[config.mk]
export PLATFORM = sky130hd
export DESIGN_NAME = afe_queue
export DESIGN_NICKNAME = d
export VERILOG_FILES = /design/src/afe_pkg.sv /design/src/afe_queue.sv
export SDC_FILE = /design/constraint.sdc
export NUM_CORES = 1
export LEC_CHECK = 0
export ABC_CLOCK_PERIOD_IN_PS = 13680
export BUFFER_PORTS_ARGS = -buffer_cell sky130_fd_sc_hd__buf_2
export CORE_MARGIN = 1.5
export CORE_UTILIZATION = 50
export CTS_CLUSTER_DIAMETER = 60
export DETAILED_ROUTE_END_ITERATION = 16
export GPL_TIMING_DRIVEN = 1
export PLACE_DENSITY_LB_ADDON = 0.25
export SYNTH_ARGS = -nofsm -noshare
export SYNTH_HDL_FRONTEND = slang
export SYNTH_SLANG_ARGS = --single-unit
[constraint.sdc]
create_clock -name clk -period 13.68 [get_ports clk]
set_input_delay 2.736 -clock clk [delete_from_list [all_inputs] [get_ports clk]]
set_output_delay 2.736 -clock clk [all_outputs]
set_load 0.02 [all_outputs]
[src/afe_pkg.sv]
// ----------------------------------------------------------------------------
// afe_pkg
// Shared types, constants and register codes of the auto-exposure unit.
// ----------------------------------------------------------------------------
`timescale 1ns / 1ps
`default_nettype none

package afe_pkg;

  // Default sizes
  localparam int NUM_CAMERAS_DEF = 4;
  localparam int NUM_BINS_DEF    = 64;

  // Field widths
  localparam int CAM_W   = 2;
  localparam int BIN_W   = 6;
  localparam int CNT_W   = 24;
  localparam int EXP_W   = 16;
  localparam int MEAN_W  = 22;
  localparam int WSUM_W  = 40;
  localparam int PTOT_W  = 32;
  localparam int FCNT_W  = 3;
  localparam int GAIN_W  = 32;
  localparam int DEC_W   = 17;
  localparam int CFG_IDX_W = 3;
  localparam int CFG_DAT_W = 22;

  // Fixed-point limits
  localparam logic [MEAN_W-1:0] MEAN_MAX      = 22'h3FFFFF;
  localparam logic [MEAN_W-1:0] MIN_MEAN_DIFF = 22'd655;
  localparam logic [30:0]       GAIN_MAX      = 31'h7FFFFFFF;
  localparam logic [GAIN_W-1:0] GAIN_ONE      = 32'd65536;

  // Divider length: dividend is the weighted sum shifted up by 16
  localparam int DIV_STEPS = WSUM_W + 16;
  localparam int DCNT_W    = $clog2(DIV_STEPS);

  // Register indexes
  localparam logic [CFG_IDX_W-1:0] CFG_TARGET = 3'd0;
  localparam logic [CFG_IDX_W-1:0] CFG_BAND   = 3'd1;
  localparam logic [CFG_IDX_W-1:0] CFG_DECAY  = 3'd2;
  localparam logic [CFG_IDX_W-1:0] CFG_MAXEXP = 3'd3;
  localparam logic [CFG_IDX_W-1:0] CFG_SKIP   = 3'd4;
  localparam logic [CFG_IDX_W-1:0] CFG_ACCUM  = 3'd5;
  localparam logic [CFG_IDX_W-1:0] CFG_GROUP  = 3'd6;

  // Register reset values
  localparam logic [MEAN_W-1:0] TARGET_RST = 22'd1589575;
  localparam logic [MEAN_W-1:0] BAND_RST   = 22'd227082;
  localparam logic [DEC_W-1:0]  DECAY_RST  = 17'd26214;
  localparam logic [EXP_W-1:0]  MAXEXP_RST = 16'd20480;
  localparam logic [FCNT_W-1:0] SKIP_RST   = 3'd1;
  localparam logic [FCNT_W-1:0] ACCUM_RST  = 3'd3;

  typedef struct packed {
    logic [MEAN_W-1:0] target_mean;
    logic [MEAN_W-1:0] band_half_width;
    logic [DEC_W-1:0]  decay_gain;
    logic [EXP_W-1:0]  exp_ceiling;
    logic [FCNT_W-1:0] skip_frames;
    logic [FCNT_W-1:0] accumulate_frames;
    logic              group_mode;
  } cfg_t;

  // One finished frame handed from front to back
  typedef struct packed {
    logic [CAM_W-1:0]  cam;
    logic [WSUM_W-1:0] wsum;
    logic [PTOT_W-1:0] ptot;
    logic [EXP_W-1:0]  cur;
  } job_t;

  // Queue status seen by the front
  typedef struct packed {
    logic full;
    logic empty;
  } q_stat_t;

endpackage

`default_nettype wire

[src/afe_queue.sv]
// ----------------------------------------------------------------------------
// afe_queue
// Two-entry queue of finished frames between front and back.
// ----------------------------------------------------------------------------
`timescale 1ns / 1ps
`default_nettype none

module afe_queue (
  input  wire logic          clk,
  input  wire logic          rst_n,
  input  wire logic          push,
  input  wire afe_pkg::job_t wr_job,
  input  wire logic          pop,
  output afe_pkg::job_t      rd_job,
  output afe_pkg::q_stat_t   stat
);

  afe_pkg::job_t ent_r [2];
  logic          wp_r, rp_r;
  logic [1:0]    cnt_r;

  assign rd_job     = ent_r[rp_r];
  assign stat.full  = (cnt_r == 2'd2);
  assign stat.empty = (cnt_r == 2'd0);

  // Store entries
  always_ff @(posedge clk) begin
    if (push) begin
      ent_r[wp_r] <= wr_job;
    end
  end

  // Advance pointers and fill level
  always_ff @(posedge clk) begin
    if (!rst_n) begin
      wp_r  <= 1'b0;
      rp_r  <= 1'b0;
      cnt_r <= 2'd0;
    end else begin
      if (push) wp_r <= ~wp_r;
      if (pop)  rp_r <= ~rp_r;
      cnt_r <= cnt_r + 2'(push) - 2'(pop);
    end
  end

endmodule

`default_nettype wire

* After elaboration in Yosys (flattened, before gate mapping) *
Memory sizes are Yosys's and may differ from the RTL's. A register that Yosys moved wholly into a read port is not among the register bits.
Index checks and enable logic that the tools add are counted.

storage, ports and cells
  RAM bits = 180
  output and inout port bits = 92
  logic and storage cells = 14
  flip-flop bits (word level) = 4
  memories = 1
  input bits = 94

memories
  memory  words  bits a word  read ports  clocked after memory_dff  write ports  RTL line         text
  ent_r   2      90           1           1                         1            afe_queue.sv:18  afe_pkg::job_t ent_r [2];

cells by class
  bitwise gates (word level) = 2
  mux-type cells = 4
  add/sub/neg operators = 2
  reductions and logical operators = 1
  equal/unequal tests = 1

operators with widths
  kind                                        number
  two-way mux 1 bit                           4
  adder 2 x 1 -> 2 bit                        1
  equality test 2 bit, second input constant  1
  logical NOT 2 bit                           1
  NOT 1 bit                                   2
  subtractor 2 x 1 -> 2 bit                   1

* Longest topological paths before layout *
Gate-level depths: netlist (run 1).

  depth after elaboration = 3
  gate-level depth with buffers = 6
  mapped depth without buffers = 6

* Worst setup path after synthesis (run 1) *
OpenSTA, ideal clock, no wires.

  path kind = input-to-reg
  from = input port push
  to = memory ent_r[0][0] in the netlist's numbering, enable pin
  arrival = 6692 ps
  cell stages on the path = 1
  slack = 6437 ps
  library setup time = 551 ps
  buffers on the path = 0
  path through = nor2b_1

between the ends
  longest elaborated chain between the ends = 2

RTL lines
  element                                  RTL line         text
  start: declaration                       afe_queue.sv:11  input wire logic push,
  two-way mux 1 bit                        afe_queue.sv:28  if (push) begin
  two-way mux 1 bit (not written as such)  afe_queue.sv:29  ent_r[wp_r] <= wr_job;
  end: declaration                         afe_queue.sv:18

Every way passes these cells.

==> metrics.yaml, run 1 <==
run_status:
  outcome: "finished clean"
finish:
  final_layout_size_suffix_gt1_share_pct: 61.1
  fillers: 1029
  final_common_cell: "buf_2"
  nets: 594
  final_cell_mix: "buf_2, edfxtp_1, mux2_4"
  area_delta_synth_final_pct: 22.3
  final_util_pct: 63.0
worst_setup_path:
  r2r_cells: 2
  critPathArrivalTime_ns: 2.70
  critPathKind: "reg -> out"
  regToRegSetupSlack_ns: 11.36
  end_kind: "primary output"
  r2r-end: "ent_r[0][42]"
  crit_path_start_kind: "register"
  r2r-start: "wp_r"
  required_ns: 10.94
  cp_max_fo: 55
yosys:
  synth_nets: 397
  ys_top_cells_by_area: "edfxtp_1, mux2_4, buf_12, dfxtp_1, and2_1"
  ys_types: 13
  avgSynthCellArea_um2: 23.8
  synth.top_cell.area_share_pct: 75.4
  yosysWarnings: 0
  yosysSeqAreaShare_pct: 76.7
  synthCells: 301
  yosys.area.top_type: "edfxtp_1"
  synth-seq-cells: 185
  synth_area_um2: 7170
drt:
  drt_pre_antenna_iters: 4
  routed_wl_mm: 11.8
  top_layer: "met4"
  drt_iter0_markers: 233
  met1_length_mm: 4.89
  via_per_inst: 4.88
  via_count: 3380
  dr_wl_met2_mm: 5.78
  drtAntennaViolNets: 0
  wl_met3_um: 938
  drc: 0
  wire_per_inst_um: 17.0
sta:
  fin_crit_sh_pct: 39.7
  final-hold-violation-count: 0
  rsz0062_at_grt: "false"
  slew_viol_final: 0
  relSlewSlack_pct: 26.2
  setup_violations: 0
  worst_pin_slew_ns: 1.10
  fmax_ghz: 0.184
  holdWs_ns: 0.570
  fin_crit_ns: 5.44
  finClkSkew_ns: 0.00859
  tns_ns: 0
placed_design:
  gp_congestion: 0.673
  dp_hpwl_mm: 7.63
  port_buffers: 185
clock_network:
  path_clk_slew_ns: 0.06
  clk_path_buf_depth: 2
  cts_setup_buffers: 0
  numCtsBuffers: 17
  cts_max_level: 4
  cts_tree: "built"
  root_buffer: "clkbuf_16"
  clk_latency_ns: 0.43
  ctsResizeCount: 0
  cts_hold_buffers: 0
  cts.sinks: 185
grt:
  antenna_found_initial: 1
  first_global_vias: 3490
  grt_overflow_total: 0
  grt_pass1_wl_mm: 17.6
  grt_max_degree: 56
  grtUsageTotal_pct: 16.1
hold_path:
  min_from: "rp_r"
  min_path_type: "reg -> reg"
  hold_path_depth: 2
power_and_ir_drop:
  ir_drop_mv: 0.100
  finalPower_mw: 1.33
  power_density_nw_per_um2: 151
  leakage_nw: 3.50
die:
  rows: 43
  die_y_um: 123
  die_w_um: 123
  initial_core_util_pct: 51.5
  die_area_um2: 15100
  core_um2: 13900
  top_level_ports: 186
run:
  cap_viol_max_count: 0
-- per-layer routing --
metal | vias up | GRT usage [%]
met4 | 0 | 7.85
met2 | 130 | 25.9
met1 | 1652 | 19.5
li1 | 1585 | -
met3 | 13 | 5.39
met5 | - | 0
-- registers in the layout, summed over array words and instances (netlist names), named ones only --
signal	count
wp_r	1
ent_r	180
rp_r	1
cnt_r	2
-- kinds of logic after synthesis --
logic type | Yosys count | share of synthesized area (%)
buffers and inverters | 12 | 2.77
DFF | 185 | 76.7
xor gates and xnor gates | 2 | 0.436
AOI/OAI and AO/OA | 1 | 0.105
and+or+nand+nor | 9 | 0.750
muxes | 90 | 18.8
adders and majority gates | 2 | 0.349
-- synth_stat cells --
master / number
ha_1: 2
nor2_1: 1
edfxtp_1: 180
xnor3_1: 1
buf_12: 9
and2_1: 4
xor2_1: 1
buf_6: 1
inv_1: 2
dfxtp_1: 5
o21a_1: 1
mux2_4: 90
nor2b_1: 4
-- stage by stage --
step                setup WS [ns]  area [um^2]  std cells
finish                       8.24         8770        692
global route                 8.08         8770        691
CTS                          8.14         8770        691
detailed placement           8.62         8170        659
global placement             8.60         8170        659
floorplan                    6.44         7170        301
-- final cells by class --
class                   instances  area [um^2]  area share, %
repair buffers                188          948           10.8
multi-input cells             104         1480           16.9
inverters                       2         7.51         0.0856
diodes                          1         2.50         0.0285
clock buffers                  18          429           4.89
well taps                     180          225           2.57
flip-flops and latches        185         5510           62.8
clock inverters                14          174           1.98
-- how the worst max path moves through the flow --
stage	startpoint	endpoint	slack (ns)	cells after the start
5_1_grt	register	rd_job[23]	8.08	3
6_report	register	rd_job[22]	8.24	3
2_1_floorplan	push	ent_r[0][0]	6.44	1
3_5_place_dp	register	rd_job[59]	8.62	3
4_1_cts	register	rd_job[23]	8.14	3
3_3_place_gp	register	rd_job[59]	8.60	3
-- power by group --
part,leakage (nW),internal [mW],switching (mW)
combinational,1.49,0.0789,0.0832
clock,0.283,0.288,0.203
sequential,1.73,0.655,0.0169
-- critical path: stages (launching register included) --
cell and delay [ns]:
dfxtp_4 1.03, buf_4 0.71, mux2_4 0.36, buf_2 0.16
Power figures use the tool's default switching activity.
==> run 2: changes to the inputs <==
ABC_CLOCK_PERIOD_IN_PS = 5700   (was 13680)
clock period = 5.7 ns   (was 13.68 ns; I/O delays follow)
==> metrics.yaml, run 2 (synthesis gave the netlist of run 1 again) <==
sta:
  rsz0062_at_grt: "false"
  finClkSkew_ns: 0.00495
  slew_viol_final: 0
  fin_crit_sh_pct: 62.8
  fmax_ghz: 0.279
  fin_crit_ns: 3.58
  worst_pin_slew_ns: 0.889
  setup_violations: 0
  tns_ns: 0
  relSlewSlack_pct: 40.7
  final-hold-violation-count: 0
  holdWs_ns: 0.577
finish:
  top_register: "ent_r"
  ff_latch_area_um2: 5510
  top_regs: "ent_r x180, cnt_r x2"
  area_delta_synth_final_pct: 22.1
  multiInputGateArea_um2: 1480
  nets: 596
  final_common_cell: "buf_2"
  largest_reg_flops: 180
  final_layout_size_suffix_gt1_share_pct: 59.8
  stdcell_area_um2: 8760
  fillers: 1005
  final_cell_mix: "buf_2, edfxtp_1, mux2_4"
worst_setup_path:
  critPathKind: "reg -> out"
  critPathArrivalTime_ns: 2.44
  cp_max_fo: 47
  crit_path_start_kind: "register"
  required_ns: 4.56
  end_kind: "primary output"
drt:
  drtAntennaViolNets: 0
  dr_wl_met2_mm: 5.85
  drt_pre_antenna_iters: 4
  routed_wl_mm: 11.7
  via_count: 3387
  drc: 0
  wire_per_inst_um: 16.9
  via_per_inst: 4.88
  wl_met3_mm: 1.11
  drt_iter0_markers: 267
  top_layer: "met4"
  met1_length_mm: 4.51
die:
  die_area_um2: 15100
  core_um2: 13900
  die_y_um: 123
  top_level_ports: 186
  initial_core_util_pct: 51.5
  rows: 43
  die_w_um: 123
grt:
  first_global_vias: 3599
  grtUsageTotal_pct: 16.2
  antenna_found_initial: 1
  grt_max_degree: 49
  grt_overflow_total: 0
  grt_pass1_wl_mm: 17.7
power_and_ir_drop:
  leakage_nw: 3.50
  ir_drop_mv: 0.227
  power_density_nw_per_um2: 357
clock_network:
  numCtsBuffers: 17
  cts_setup_buffers: 0
  ctsResizeCount: 0
  clk_latency_ns: 0.42
  clk_path_buf_depth: 2
  path_clk_slew_ns: 0.06
  cts_tree: "built"
  cts.sinks: 185
  root_buffer: "clkbuf_16"
  cts_max_level: 4
  cts_hold_buffers: 0
run:
  cap_viol_max_count: 0
placed_design:
  port_buffers: 185
  dpl-instance-area_um2: 8180
  dp_hpwl_mm: 7.91
  gp_congestion: 0.666
run_status:
  outcome: "finished clean"
hold_path:
  min_path_type: "reg -> reg"
[run 2: stage by stage]
step	cells	setup WS [ns]	utilization, %	total power, mW
finish	694	2.12	62.8	3.13
global route	692	2.00	62.8	3.25
detailed placement	661	2.51	58.7	2.04
global placement	661	2.56	58.7	2.03
CTS	692	2.06	62.8	3.16
floorplan	301	0.0535	-	1.93
[run 2: metal layers]
| layer | global-route usage [%] | vias up |
|---|---|---|
| met3 | 6.23 | 17 |
| met5 | 0 | - |
| met4 | 7.49 | 0 |
| met1 | 19.3 | 1652 |
| li1 | - | 1588 |
| met2 | 25.9 | 130 |
[run 2: layout make-up]
class                      instances  area share [%]
multi-input combinational        104            16.9
antenna                            2          0.0572
inverter                           2          0.0857
timing repair buffer             190            11.0
clock inverter                    11            1.49
clock buffer                      20            4.99
tap                              180            2.57
sequential                       185            62.9
[run 2: final timing paths]
kind,startpoint,slack [ns],endpoint,cells after the start
worst min-delay path,rp_r,0.58,register,2
worst min register to register,rp_r,0.58,register,2
worst max register to register,wp_r,3.71,ent_r[1][20],2
worst max-delay path,register,2.12,rd_job[55],3
[run 2: report_power, final]
group / switching [mW] / internal (mW) / total, mW
clock: 0.447 / 0.679 / 1.13
sequential: 0.0376 / 1.57 / 1.61
combinational: 0.202 / 0.190 / 0.392
[run 2: critical path: stages (launching register included)]
cell and delay [ns]:
dfxtp_4 0.93, buf_4 0.54, mux2_4 0.34, buf_2 0.16
