$ cat src/afe_pkg.sv
// ----------------------------------------------------------------------------
// afe_pkg
// Shared types, constants and register codes of the auto-exposure unit.
// ----------------------------------------------------------------------------
`timescale 1ns / 1ps
`default_nettype none

package afe_pkg;

  // Default sizes
  localparam int NUM_CAMERAS_DEF = 4;
  localparam int NUM_BINS_DEF    = 64;

  // Field widths
  localparam int CAM_W   = 2;
  localparam int BIN_W   = 6;
  localparam int CNT_W   = 24;
  localparam int EXP_W   = 16;
  localparam int MEAN_W  = 22;
  localparam int WSUM_W  = 40;
  localparam int PTOT_W  = 32;
  localparam int FCNT_W  = 3;
  localparam int GAIN_W  = 32;
  localparam int DEC_W   = 17;
  localparam int CFG_IDX_W = 3;
  localparam int CFG_DAT_W = 22;

  // Fixed-point limits
  localparam logic [MEAN_W-1:0] MEAN_MAX      = 22'h3FFFFF;
  localparam logic [MEAN_W-1:0] MIN_MEAN_DIFF = 22'd655;
  localparam logic [30:0]       GAIN_MAX      = 31'h7FFFFFFF;
  localparam logic [GAIN_W-1:0] GAIN_ONE      = 32'd65536;

  // Divider length: dividend is the weighted sum shifted up by 16
  localparam int DIV_STEPS = WSUM_W + 16;
  localparam int DCNT_W    = $clog2(DIV_STEPS);

  // Register indexes
  localparam logic [CFG_IDX_W-1:0] CFG_TARGET = 3'd0;
  localparam logic [CFG_IDX_W-1:0] CFG_BAND   = 3'd1;
  localparam logic [CFG_IDX_W-1:0] CFG_DECAY  = 3'd2;
  localparam logic [CFG_IDX_W-1:0] CFG_MAXEXP = 3'd3;
  localparam logic [CFG_IDX_W-1:0] CFG_SKIP   = 3'd4;
  localparam logic [CFG_IDX_W-1:0] CFG_ACCUM  = 3'd5;
  localparam logic [CFG_IDX_W-1:0] CFG_GROUP  = 3'd6;

  // Register reset values
  localparam logic [MEAN_W-1:0] TARGET_RST = 22'd1589575;
  localparam logic [MEAN_W-1:0] BAND_RST   = 22'd227082;
  localparam logic [DEC_W-1:0]  DECAY_RST  = 17'd26214;
  localparam logic [EXP_W-1:0]  MAXEXP_RST = 16'd20480;
  localparam logic [FCNT_W-1:0] SKIP_RST   = 3'd1;
  localparam logic [FCNT_W-1:0] ACCUM_RST  = 3'd3;

  typedef struct packed {
    logic [MEAN_W-1:0] target_mean;
    logic [MEAN_W-1:0] band_half_width;
    logic [DEC_W-1:0]  decay_gain;
    logic [EXP_W-1:0]  exp_ceiling;
    logic [FCNT_W-1:0] skip_frames;
    logic [FCNT_W-1:0] accumulate_frames;
    logic              group_mode;
  } cfg_t;

  // One finished frame handed from front to back
  typedef struct packed {
    logic [CAM_W-1:0]  cam;
    logic [WSUM_W-1:0] wsum;
    logic [PTOT_W-1:0] ptot;
    logic [EXP_W-1:0]  cur;
  } job_t;

  // Queue status seen by the front
  typedef struct packed {
    logic full;
    logic empty;
  } q_stat_t;

endpackage

`default_nettype wire

$ cat src/afe_front.sv
// ----------------------------------------------------------------------------
// afe_front
// Accepts histogram bins, accumulates per camera and queues finished frames.
// ----------------------------------------------------------------------------
`timescale 1ns / 1ps
`default_nettype none

module afe_front #(
  parameter int NUM_CAMERAS = afe_pkg::NUM_CAMERAS_DEF,
  parameter int NUM_BINS    = afe_pkg::NUM_BINS_DEF
) (
  input  wire logic                     clk,
  input  wire logic                     rst_n,
  input  wire logic                     in_valid,
  output logic                          in_ready,
  input  wire logic [afe_pkg::CAM_W-1:0] cam,
  input  wire logic [afe_pkg::BIN_W-1:0] bin,
  input  wire logic [afe_pkg::CNT_W-1:0] cnt,
  input  wire logic [afe_pkg::EXP_W-1:0] cur,
  input  wire afe_pkg::cfg_t            cfg,
  input  wire afe_pkg::q_stat_t         q_stat,
  output logic                          q_push,
  output afe_pkg::job_t                 q_job
);

  localparam int CIW = (NUM_CAMERAS > 1) ? $clog2(NUM_CAMERAS) : 1;

  logic [afe_pkg::WSUM_W-1:0] wsum_r [NUM_CAMERAS];
  logic [afe_pkg::PTOT_W-1:0] ptot_r [NUM_CAMERAS];
  logic [afe_pkg::FCNT_W-1:0] fcnt_r [NUM_CAMERAS];

  logic [CIW-1:0]             idx;
  logic                       take, last, counted, eval;
  logic [29:0]                bc;
  logic [afe_pkg::WSUM_W:0]   wsum_add;
  logic [afe_pkg::PTOT_W:0]   ptot_add;
  logic [afe_pkg::WSUM_W-1:0] wsum_nxt;
  logic [afe_pkg::PTOT_W-1:0] ptot_nxt;
  logic [afe_pkg::FCNT_W:0]   n;

  assign in_ready = !q_stat.full;
  assign idx      = CIW'(cam);

  // Drop bins of unregulated or out-of-range cameras and bins
  assign take = in_valid && in_ready && !(cfg.group_mode && (cam != '0)) &&
                (32'(cam) < NUM_CAMERAS) && (32'(bin) < NUM_BINS);
  assign last = (32'(bin) == NUM_BINS - 1);

  // Accumulate with saturation once the skip window has passed
  assign counted  = (fcnt_r[idx] >= cfg.skip_frames);
  assign bc       = 30'(bin) * 30'(cnt);
  assign wsum_add = {1'b0, wsum_r[idx]} + 41'(bc);
  assign ptot_add = {1'b0, ptot_r[idx]} + 33'(cnt);
  assign wsum_nxt = !counted ? wsum_r[idx] :
                    (wsum_add[afe_pkg::WSUM_W] ? '1 : wsum_add[afe_pkg::WSUM_W-1:0]);
  assign ptot_nxt = !counted ? ptot_r[idx] :
                    (ptot_add[afe_pkg::PTOT_W] ? '1 : ptot_add[afe_pkg::PTOT_W-1:0]);

  // Frame end decision
  assign n    = {1'b0, fcnt_r[idx]} + 4'd1;
  assign eval = last && (n > {1'b0, cfg.skip_frames}) && (n > {1'b0, cfg.accumulate_frames});

  assign q_push     = take && eval;
  assign q_job.cam  = cam;
  assign q_job.wsum = wsum_nxt;
  assign q_job.ptot = ptot_nxt;
  assign q_job.cur  = cur;

  // Update per-camera accumulators
  always_ff @(posedge clk) begin
    if (!rst_n) begin
      for (int c = 0; c < NUM_CAMERAS; c++) begin
        wsum_r[c] <= '0;
        ptot_r[c] <= '0;
        fcnt_r[c] <= '0;
      end
    end else if (take) begin
      if (eval) begin
        wsum_r[idx] <= '0;
        ptot_r[idx] <= '0;
        fcnt_r[idx] <= '0;
      end else begin
        wsum_r[idx] <= wsum_nxt;
        ptot_r[idx] <= ptot_nxt;
        if (last) begin
          fcnt_r[idx] <= n[afe_pkg::FCNT_W-1:0];
        end
      end
    end
  end

endmodule

`default_nettype wire

$ cat config.mk
export PLATFORM = sky130hd
export DESIGN_NAME = afe_front
export DESIGN_NICKNAME = d
export VERILOG_FILES = /design/src/afe_pkg.sv /design/src/afe_front.sv
export SDC_FILE = /design/constraint.sdc
export NUM_CORES = 1
export LEC_CHECK = 0
export ABC_CLOCK_PERIOD_IN_PS = 8600
export BUFFER_PORTS_ARGS = -buffer_cell sky130_fd_sc_hd__clkbuf_2
export CAP_MARGIN = 20
export CORE_MARGIN = 5
export CORE_UTILIZATION = 45
export CTS_BUF_LIST = sky130_fd_sc_hd__clkbuf_8
export DETAILED_ROUTE_END_ITERATION = 10
export PLACE_DENSITY = 0.78
export SYNTH_ARGS = -nofsm -noshare
export SYNTH_HDL_FRONTEND = slang
export SYNTH_SLANG_ARGS = --single-unit
$ cat constraint.sdc
create_clock -name clk -period 8.6 [get_ports clk]
set_input_delay 2.15 -clock clk [delete_from_list [all_inputs] [get_ports clk]]
set_output_delay 2.15 -clock clk [all_outputs]
set_load 0.02 [all_outputs]
== Word level (Yosys, flattened, before mapping) ==
Memory sizes are Yosys's and may differ from the RTL's.
Cells that the tools add are included.

* Memories: 3
* RAM bits: 300
* Bits of input ports: 137
* Register bits: 0

{| class="wikitable"
|+ Memories
! memory !! words !! bits a word !! rd ports !! clocked after Yosys merged registers in !! write ports !! line !! source
|-
| wsum_r || 4 || 40 || 1 || 0 || 4 || afe_front.sv:28 || <nowiki>logic [afe_pkg::WSUM_W-1:0] wsum_r [NUM_CAMERAS];</nowiki>
|-
| ptot_r || 4 || 32 || 1 || 0 || 4 || afe_front.sv:29 || <nowiki>logic [afe_pkg::PTOT_W-1:0] ptot_r [NUM_CAMERAS];</nowiki>
|-
| fcnt_r || 4 || 3 || 1 || 0 || 4 || afe_front.sv:30 || <nowiki>logic [afe_pkg::FCNT_W-1:0] fcnt_r [NUM_CAMERAS];</nowiki>
|}

* Reductions and logical operators: 12
* Bitwise logic cells: 3
* Equal/unequal tests: 1
* Mux-type cells: 30
* Add/sub/neg operators: 3
* Multiply operators: 1
* Order comparisons: 3

{| class="wikitable"
|+ Operator list
! cell !! count
|-
| $mux 40 || 4
|-
| $mux 32 || 4
|-
| $add 40x30->41 || 1
|-
| $reduce_or 40->1 || 1
|-
| $add 32x24->33 || 1
|-
| $reduce_or 32->1 || 1
|-
| $mul 6x24->30 || 1
|-
| $mux 1 || 17
|-
| $gt 4x3->1 || 2
|-
| $eq 6x6->1 const B || 1
|-
| $logic_and 1x1->1 || 6
|-
| $mux 2 || 3
|-
| $mux 3 || 2
|-
| $add 3x1->4 const B || 1
|-
| $ge 3x3->1 || 1
|-
| $or 1x1->1 || 3
|-
| $reduce_or 3->1 || 1
|-
| $logic_not 1->1 || 2
|-
| $reduce_bool 2->1 || 1
|}

== Longest topological paths before layout ==
An unclocked memory read counts as a cell.

* Depth in word-level cells: 12
* Gate-level depth with buffers: 20

== Worst setup path before layout ==
OpenSTA, ideal clock, no wires.

* Kind: input to output
* Start: input bin[5] (netlist bit)
* End: output q_job[72] (netlist bit)
* Buffers on the path: 2
* Stages on the path: 19
* Slack: -438 ps
* Arrival: 6888 ps
* Data required time: 6450 ps
* Path through: clkbuf_1 -> nand2_1 -> fa_1 -> fa_1 -> inv_1 -> fa_1 -> inv_1 -> fa_1 -> inv_1 -> ha_1 -> a21o_1 -> a31o_1 -> o2111ai_1 -> a211oi_2 -> a211oi_2 -> nor3_2 -> buf_4 -> a211oi_2 -> inv_1

{| class="wikitable"
|+ RTL lines
! element !! line !! source
|-
| from (decl) || afe_front.sv:17 || <nowiki>input wire logic [afe_pkg::BIN_W-1:0] bin,</nowiki>
|-
| to (decl) || afe_front.sv:23 || <nowiki>output afe_pkg::job_t q_job</nowiki>
|}

==> summary.txt <==
Final instance area: 0.0275 mm²
Critical path depth: 22
Most frequent CP cell: fa_1
P_leak: 11.7 nW
Clk_lat worst skew: 0.64 ns
Synth Register Bits: 300
Fin worst setup slack: -0.515 ns
IO Port Bufs: 118
Clk sinks: 300
Worst-margin pin slew: 1.04 ns
Fill cells: 3911
Hold Path Cell Cnt: 3
Drt total wl: 61.5 mm
DRT iter0 DRCs: 1643
Final HPWL DP: 43.6 mm
Grt ovf: 0
CTS tree: yes
Clock root cell: clkbuf_8
DRC: 0
Area growth syn-to-layout: 25.7%
Chip height: 230 µm
DR vias/cell: 5.64
Final setup TNS: -16.73 ns
Worst R2R Path Depth: 16
WHS: 0.900 ns
Most frequent cells in the layout: nor2_1 (323), edfxtp_1 (300), buf_4 (252), inv_1 (198), and2_1 (118)
Setup CP Type: input pin to output pin
Initial Util: 45.6%
# rows: 80
Final Hold Viols: 0
Share of layout cells above drive strength 1: 33.6%
Die Footprint: 0.0530 mm²
Place WS: -1.03 ns
CP max stage delay: 0.54 ns
DR WL/cell: 20.6 µm
Hold crit path type: register to register
Placer Congestion: 0.935
Ys async rst share: 0%
Syn. warnings: 0
RSZ-0062 raised after global routing: yes
I/O pins: 229
Commonest non-fill, non-tap cell in the layout: nor2_1
Top_reg_cell synth: edfxtp_1
EDFF count, synth: 300
Clock transition at the registers of the reported paths: 0.06 ns
Failing checks: setup timing
Mapped cell area: 0.0218 mm²
Placed Area: 0.0251 mm²
Nets: 2666
Post-synth net total: 2337
Inserted Clock Buffers: 50
Pre-antenna DRT Iters: 6
Min cycle time layout: 9.11 ns
Buf/Inv on CP: 9
CP max FO: 13
Vias: 16800
Startpoint types: input pin
Slew Limit Headroom: 30.6%
DIE WIDTH: 230 µm
Period utilisation layout: 106%
Final Core Density: 57.4%
Critical Path RT: 6.45 ns
Syn Inst Count: 2002
Vias in the first global route: 17600
Final setup viols: 40
Core Footprint: 0.0478 mm²
First-pass GRT wire length: 96.2 mm
Syn_area_per_cell: 10.9 µm²
Max Cap Viol: 0
Initial antenna violation count: 5
Final total power: 7.77 mW
Cts hold-fix bufs: 0
Worst Setup End Kind: output pin
PwrDens: 283 mW/mm²
Clock buffer depth: 3
Sequential share of the synthesized area: 41.3%
Crit path cell chain: clkbuf_16 > and2_4 > fa_1 > fa_1 > fa_1 > inv_2 > fa_1 > inv_2 > ha_4 > nand4_1 > nor3_4 > buf_6 > a221oi_4 > a211oi_4 > buf_12 > o211ai_4 > a21oi_2 > buf_12 > buf_12 > o31ai_4 > inv_2 > clkbuf_2
Top delay family on crit path: adder cells
H-tree depth: 2
F_max: 110 MHz
Final instance count without filler cells: 2982
Largest net degree at the start of global routing: 41
Status: finished with violations
Worst Skew: 0.0280 ns
CP arrival: 6.96 ns
Yosys cell types: 87
GRT Total Usage: 23.0%
Max-slew violation total from the final report: 0
CP max-delay cell: fa_1
Remaining antenna violation count after routing: 0
Placed Cells: 2856
VDD IR max: 0.209 mV
logic make-up after synthesis:
| family | Yosys count | synth area share (%) |
|---|---|---|
| muxes | 87 | 8.18 |
| and+or+nand+nor | 730 | 16.0 |
| buffers and inverters | 367 | 7.09 |
| DFF | 300 | 41.3 |
| xor gates and xnor gates | 48 | 1.93 |
| adders and majority gates | 198 | 15.4 |
| AOI/OAI and AO/OA | 272 | 10.2 |
synth_stat cells (all sizes together), types with 22 or more instances:
master,n,area share [%]
and2,143,4.1
inv,244,4.2
o21ai,43,1.0
ha,81,4.6
xnor2,30,1.2
mux4,73,7.5
fa,117,11
clkbuf,59,1.0
nor2,336,5.8
buf,64,1.9
edfxtp,300,41
o22ai,34,2.1
nor3,35,1.0
nand2,103,1.8
o31ai,22,1.4
nand3,27,0.62
a21oi,67,1.6
final cells by class:
type | instances | area, µm² | share of cell area, %
clock inverter | 35 | 285 | 1.04
inverter | 244 | 916 | 3.34
sequential | 300 | 9010 | 32.8
multi-input combinational | 1335 | 12300 | 44.9
clock buffer | 51 | 702 | 2.56
tap | 615 | 769 | 2.80
timing repair buffer | 400 | 3450 | 12.6
antenna | 2 | 5.00 | 0.0182
final timing paths:
| check | start | to | slack [ns] |
|---|---|---|---|
| setup / recovery | bin[1] | q_job[65] | -0.51 |
| hold / removal | ptot_r[2][21] | ptot_r[2][21] | 0.90 |
| setup reg to reg | wsum_r[2][1] | wsum_r[0][11] | 4.13 |
| hold reg to reg | ptot_r[2][21] | ptot_r[2][21] | 0.90 |
routing by layer:
| layer | global-route usage, % | routed length (µm) | share of wire (%) | vias to the layer above |
|---|---|---|---|---|
| met5 | 0 | 13 | 0.021 | - |
| met4 | 6.73 | 1610 | 2.6 | 2 |
| met3 | 3.40 | 4350 | 7.1 | 111 |
| met2 | 39.6 | 30900 | 50 | 647 |
| met1 | 30.3 | 24600 | 40 | 8469 |
| li1 | - | - | - | 7578 |
report_power, final:
| part | switching (mW) | leakage, nW | internal (mW) | total [mW] |
|---|---|---|---|---|
| logic | 2.55 | 8.05 | 2.22 | 4.77 |
| registers | 0.0179 | 3.11 | 1.68 | 1.70 |
| clock network | 0.598 | 0.549 | 0.701 | 1.30 |
flip-flops by register name, summed over array words and instances (netlist names):
signal  flops
fcnt_r     12
ptot_r    128
wsum_r    160
worst min-delay path, cell delays in order (launching register included):
cell and delay [ns]:
edfxtp_1 0.31, mux4_2 0.28, o22ai_4 0.10, nor2_1 0.10
repair_timing:
action	CTS	global route
pin swaps	76	64
cloned	1	2
setup buffers	28	13
endpoints found under the setup margin	40	42
gates resized for setup	170	84
(Power assumes the default switching activity.)
